--- src/rtl/mqf_pkg.sv ---
// ============================================================================
// MHD quality factor package
// Shared types and constants for the per-cell quality factor pipeline.
// ============================================================================
`default_nettype none

package mqf_pkg;

    // Field and register widths
    localparam int DATA_W = 32;
    localparam int ADI_W  = 19;
    localparam int CW_W   = 31;
    localparam int CFG_W  = 31;

    // Saturation limits of a signed 32-bit value
    localparam logic signed [31:0] SAT_MAX = 32'sh7fff_ffff;
    localparam logic signed [31:0] SAT_MIN = 32'sh8000_0000;

    // 2*pi with 32 fractional bits; rounded to nearest at the working precision
    localparam logic [63:0] TWO_PI_Q32 = 64'd26986075409;

    // Register reset values
    localparam logic [ADI_W-1:0] ADI_RESET = 19'd87381;
    localparam logic [CW_W-1:0]  CW_RESET  = 31'd65536;

    // Configuration register indexes
    typedef enum logic [0:0] {
        CFG_HEAT_RATIO = 1'b0,
        CFG_CELL_WIDTH = 1'b1
    } cfg_index_t;

    // Pipeline control handed to each arithmetic unit
    typedef struct packed {
        logic en;
        logic valid;
    } pipe_ctl_t;

endpackage

`default_nettype wire

--- src/rtl/mqf_sqrt.sv ---
// ============================================================================
// Pipelined integer square root
// Digit-by-digit floor square root, one result bit per register stage,
// with a side payload that travels alongside.
// ============================================================================
`default_nettype none

module mqf_sqrt
    import mqf_pkg::*;
#(
    parameter int IN_W   = 48,
    parameter int PASS_W = 1
)
(
    input  wire logic                clk,
    input  wire logic                rst_n,
    input  wire pipe_ctl_t           ctl,
    input  wire logic [IN_W-1:0]     radicand,
    input  wire logic [PASS_W-1:0]   pass_in,
    output logic                     valid_out,
    output logic [IN_W/2-1:0]        root,
    output logic [PASS_W-1:0]        pass_out
);

    localparam int R_W   = IN_W / 2;
    localparam int REM_W = R_W + 2;

    logic              valid_reg [R_W];
    logic [IN_W-1:0]   x_reg     [R_W];
    logic [REM_W-1:0]  rem_reg   [R_W];
    logic [R_W-1:0]    root_reg  [R_W];
    logic [PASS_W-1:0] pass_reg  [R_W];

    for (genvar s = 0; s < R_W; s++) begin : g_stage
        logic              prev_v;
        logic [IN_W-1:0]   prev_x;
        logic [REM_W-1:0]  prev_rem;
        logic [R_W-1:0]    prev_root;
        logic [PASS_W-1:0] prev_pass;
        logic [REM_W-1:0]  rem_sh;
        logic [REM_W-1:0]  trial;
        logic              fits;
        logic [REM_W-1:0]  rem_next;
        logic [R_W-1:0]    root_next;
        logic [IN_W-1:0]   x_next;

        // Select the stage input
        if (s == 0) begin : g_first
            assign prev_v    = ctl.valid;
            assign prev_x    = radicand;
            assign prev_rem  = '0;
            assign prev_root = '0;
            assign prev_pass = pass_in;
        end
        else begin : g_rest
            assign prev_v    = valid_reg[s-1];
            assign prev_x    = x_reg[s-1];
            assign prev_rem  = rem_reg[s-1];
            assign prev_root = root_reg[s-1];
            assign prev_pass = pass_reg[s-1];
        end

        // Bring down two radicand bits and try the next root bit
        always_comb
        begin
            rem_sh    = {prev_rem[REM_W-3:0], prev_x[IN_W-1 -: 2]};
            trial     = {prev_root, 2'b01};
            fits      = (rem_sh >= trial);
            rem_next  = fits ? (rem_sh - trial) : rem_sh;
            root_next = {prev_root[R_W-2:0], fits};
            x_next    = {prev_x[IN_W-3:0], 2'b00};
        end

        // Advance the valid bit
        always_ff @(posedge clk or negedge rst_n)
        begin
            if (!rst_n)
            begin
                valid_reg[s] <= 1'b0;
            end
            else if (ctl.en)
            begin
                valid_reg[s] <= prev_v;
            end
        end

        // Advance the payload
        always_ff @(posedge clk)
        begin
            if (ctl.en)
            begin
                x_reg[s]    <= x_next;
                rem_reg[s]  <= rem_next;
                root_reg[s] <= root_next;
                pass_reg[s] <= prev_pass;
            end
        end
    end

    assign valid_out = valid_reg[R_W-1];
    assign root      = root_reg[R_W-1];
    assign pass_out  = pass_reg[R_W-1];

endmodule

`default_nettype wire

--- config.mk ---
export PLATFORM = sky130hd
export DESIGN_NAME = mqf_sqrt
export DESIGN_NICKNAME = d
export VERILOG_FILES = /design/src/rtl/mqf_pkg.sv /design/src/rtl/mqf_sqrt.sv
export SDC_FILE = /design/constraint.sdc
export NUM_CORES = 2
export LEC_CHECK = 0
export BUFFER_PORTS_ARGS = -buffer_cell sky130_fd_sc_hd__buf_4
export CORE_MARGIN = 5
export CORE_UTILIZATION = 45
export CTS_CLUSTER_SIZE = 28
export DETAILED_ROUTE_END_ITERATION = 10
export HOLD_SLACK_MARGIN = 0.1
export PLACE_DENSITY = 0.61
export SYNTH_ARGS = -nofsm -noshare
export SYNTH_HDL_FRONTEND = slang
export SYNTH_SLANG_ARGS = --single-unit
--- constraint.sdc ---
create_clock -name clk -period 9.59 [get_ports clk]
set_input_delay 0.959 -clock clk [delete_from_list [all_inputs] [get_ports clk]]
set_output_delay 0.959 -clock clk [all_outputs]
set_load 0.02 [all_outputs]
Word-level counts from Yosys, hierarchy flattened
Memories as Yosys holds them, arrays and structs flattened.
Index checks and enable logic that the tools add are counted.
{"block": "totals", "mem_bits_rw": 2328, "wordCells": 102, "mem_count": 4, "ff_bits": 24}
{"block": "op_classes", "addsub": 24, "n_mux": 26, "n_lt_le_gt_ge": 24}
{"name": "x_reg", "words": 24, "width": 46, "rd": 23, "rd_ports_with_merged_regs": 0, "wr": 24, "line": "mqf_sqrt.sv:29", "source": "logic [IN_W-1:0] x_reg [R_W];"}
{"name": "rem_reg", "words": 24, "width": 26, "rd": 23, "rd_ports_with_merged_regs": 0, "wr": 24, "line": "mqf_sqrt.sv:30", "source": "logic [REM_W-1:0] rem_reg [R_W];"}
{"name": "root_reg", "words": 24, "width": 24, "rd": 24, "rd_ports_with_merged_regs": 0, "wr": 24, "line": "mqf_sqrt.sv:31", "source": "logic [R_W-1:0] root_reg [R_W];"}
{"name": "pass_reg", "words": 24, "width": 1, "rd": 24, "rd_ports_with_merged_regs": 0, "wr": 24, "line": "mqf_sqrt.sv:32", "source": "logic [PASS_W-1:0] pass_reg [R_W];"}
{"op": "26-bit two-way mux", "n": 24}
{"op": "26-bit >= comparator", "n": 23}
{"op": "26-bit subtractor", "n": 23}
{"op": "2-bit by 1-bit subtractor with 3-bit output, second input constant", "n": 1}
{"op": "2-bit by 1-bit >= comparator with 1-bit output, second input constant", "n": 1}
{"op": "1-bit two-way mux", "n": 2}

Logic depth before layout (Yosys ltp)
An unclocked memory read counts as a cell.
{"block": "logic_depth", "word_depth": 3, "mapped_depth": 13}

Least setup slack after synthesis
No wires, ideal clock.
{"block": "synth_path", "path_type": "reg2reg", "startpoint": "mem rem_reg[2][78] (netlist bit)", "endpoint": "mem rem_reg[2][108] (netlist bit) (data pin)", "arrival_ps": 2937, "path_stages_with_launch": 11, "setup_time_ps": 254, "required_ps": 9336, "slack_ps": 6399, "synth_period_minus_slack_ps": 3191, "cell_sequence": "edfxtp_1 > ha_1 > nor2b_1 > o21ai_0 > a21boi_0 > o41ai_1 > a31oi_1 > a221oi_1 > o2111ai_1 > clkbuf_1 > o21a_1"}
{"element": "from (decl)", "line": "mqf_sqrt.sv:30"}

==> metrics.yaml <==
pwr:
  pwr-share-clk: 0.334
  p_sw_mw: 4.59
  total_power_mw: 17.2
  power.leakage_nw: 28.1
  power.internal_mw: 12.6
  powerDensity_mw_per_mm2: 236
  ir_drop_v: 0.000170
  p_sw_frac: 0.267
  combPwrFrac: 0.184
  p_seq_frac: 0.482
sta:
  maxSlewHeadroom: 0.284
  clock.fmax_mhz: 244
  fin_ws_ps: 5490
  finalSetupTns_ps: 0
  worstMarginPinSlew_ps: 1070
  fin_skew_ps: 15.9
  timing.final.max_slew_violations: 0
  setup_viol: 0
  fin_crit_ps: 4100
  hold_violations: 0
  rsz0062_at_grt: "no"
  period_share: 0.427
yosys:
  yosys.area_share.simple: 0.0903
  netlist_top_cells_count: "edfxtp_1 (1,398), inv_1 (396), ha_1 (325), nand2_1 (310), nor2_1 (303)"
  syn-num-nets: 5243
  synthMuxAreaShare: 0.0153
  synthXorXnorAreaFrac: 0.0555
  ys_seq_area_frac: 0.657
  async_reset_ff_frac: 0.0169
  ys_types: 78
  synth-seq-cells: 1422
  synth_fa_ha_area_frac: 0.0627
  synth_area_mm2: 0.0648
  synthTopCellsByArea: "edfxtp_1 (65%), ha_1 (6.3%), xnor2_1 (2.9%)"
  synth-compound-area-share: 0.0913
  synth_top_family_by_area: "compound AO/OA/AOI/OAI gates"
  syn_avg_cell_area_um2: 13.3
  syn_inst: 4865
  yosysWarnings: 0
  synth_most_common_cell: "edfxtp_1"
  synth_top_area_frac: 0.648
  ys.flop_type: "edfxtp_1"
  synth_edf_count: 1398
  yosys.area.top_type: "edfxtp_1"
worst_setup_path:
  end_kind: "flop"
  path_class: "reg -> reg"
  crit_path_cell_trace: "ha_1 > nor2b_1 > o21ai_0 > a21boi_0 > o41ai_1 > a31oi_1 > a221oi_1 > o2111ai_2 > buf_4 > mux2_2"
  ff2ff_setup_slack_ps: 5490
  critPathRequiredTime_ps: 10100
  worstRegToRegCells: 10
  critical_path_peak_fanout: 42
  worst_ep_arrival_time_ps: 4610
  start_kind: "flop"
  slowest_stage: "o41ai_1"
  max_stage_delay_ps: 750
  reg2reg_from: "rem_reg[2][78]"
  crit_start: "rem_reg[2][78]"
  r2r_end: "rem_reg[2][109]"
  crit_path_end: "rem_reg[2][109]"
grt:
  grt_max_degree: 193
  grt_pass1_wl_um: 188000
  grtUsageTotal: 0.151
  grt-ovfl-total: 0
  antenna_found_initial: 0
  grt_pass1_vias: 36100
place:
  dp.cells: 6792
  io_buffer_count: 78
  dp_hpwl_um: 79700
  placed_area_mm2: 0.0678
  gp_congestion: 0.873
  dpl_worst_slack_ps: 5600
layout:
  layout-drive-gt1-share: 0.0863
  fin_nets: 5423
  fill_cells: 12300
  area_growth_pct: 12.2
  final_cells: 7072
  largest_reg_flops: 552
  fin_area_mm2: 0.0727
  antenna_cells: 0
outcome:
  status: "completed"
detailed_routing:
  drc: 0
  drt_iter0_markers: 2486
  vias: 36900
  drtPass1Iterations: 5
  wl_um: 115000
  via_per_inst: 5.22
  detail-route-antenna-nets: 0
  wl_per_cell_um: 16.3
job:
  max_cap_violations: 0
cts:
  cts_resized: 0
  htreeDepth: 4
  post_cts.repair.setup_buffers: 0
  cts_buffer_depth: 3
  clkTransAtPathRegs_ps: 60
  ctsHoldBuffers: 1
  numCtsBuffers: 153
  tritoncts: "built"
  clkLatencyLatePin_ps: 760
  cts_root_buf: "clkbuf_16"
  cts.sinks: 1422
worst_hold_path:
  hold_path.class: "in -> reg"
  hp-start: "radicand[12]"
floorplanning:
  start_util: 0.452
  dieArea_mm2: 0.152
  row_count: 139
  fp.coreArea_mm2: 0.143
  dieHeight_um: 389
  pin_count: 79
  dieWidth_um: 389
[worst min-delay path by stage]
stage	endpoint	depth (start not counted)
2_1_floorplan	pass_reg[0][1]	0
3_3_place_gp	x_reg[1][213]	0
3_5_place_dp	pass_reg[0][6]	0
4_1_cts	x_reg[0][12]	1
5_1_grt	x_reg[0][7]	1
6_report	x_reg[0][12]	1
[worst max-delay path: cells and delay by family (launching register included)]
kind | cells | cell delay [ps]
AO/OA/AOI/OAI | 6 | 2310
adder cells (fa/ha/maj) | 1 | 370
buffers and inverters | 1 | 290
flip-flops | 1 | 400
multiplexers | 1 | 320
AND/OR/NAND/NOR | 1 | 150
[metal layers]
| metal | wire length [µm] | GRT usage | vias up |
|---|---|---|---|
| li1 | - | - | 18400 |
| met1 | 53000 | 0.209 | 17700 |
| met2 | 54000 | 0.244 | 681 |
| met3 | 5350 | 0.0303 | 193 |
| met4 | 2760 | 0.0438 | 0 |
| met5 | 0 | 0 | - |
[logic make-up after synthesis]
kind of cell    after synthesis
compound gates              950
xor+xnor                    411
fa+ha+maj                   325
buf+inv                     475
flops                      1422
mux                          89
other cells                   1
simple gates               1192
[stage by stage]
step / hold slack [ps] / utilization
6_report: 370 / 0.507
5_1_grt: 299 / 0.507
4_1_cts: 277 / 0.507
3_5_place_dp: 405 / 0.473
3_3_place_gp: 400 / 0.473
2_1_floorplan: 400 / -
[power groups by stage]
| stage | registers (mW) | logic, mW | clock network (mW) |
|---|---|---|---|
| 2_1_floorplan | 8.24 | 2.38 | 0 |
| 3_3_place_gp | 8.41 | 3.09 | 0 |
| 3_5_place_dp | 8.42 | 3.14 | 0 |
| 4_1_cts | 8.30 | 3.16 | 5.95 |
| 5_1_grt | 8.37 | 3.55 | 6.20 |
| 6_report | 8.29 | 3.16 | 5.74 |
[placed cells by master, fill, tap and decap left out, types with 19 or more instances in the layout]
cell type,instances
clkbuf_1,34
nor2_1,303
o21a_1,68
mux2_2,80
o31ai_1,37
xor2_1,200
clkbuf_16,157
clkinv_2,33
a211oi_1,28
a21oi_1,296
a21o_1,127
and3_1,26
nand2b_1,72
or3_1,38
or2_2,24
ha_1,325
a31oi_1,36
nor3_1,104
nor4_1,67
xnor2_1,211
nand4_1,46
buf_4,92
nand2_1,310
or4_1,23
nor2b_1,44
dfrtp_1,24
nand3_1,67
o21ai_0,223
o21bai_1,19
edfxtp_1,1398
clkinv_1,27
inv_1,396
[final cells by class]
class / instances / area (µm²) / area share
clock inverter: 87 / 853 / 0.0117
tap: 1903 / 2380 / 0.0328
timing repair buffer: 100 / 848 / 0.0117
sequential: 1422 / 42600 / 0.586
inverter: 400 / 1500 / 0.0207
clock buffer: 192 / 4070 / 0.0560
multi-input combinational: 2968 / 20500 / 0.281
Power figures use the tool's default switching activity.
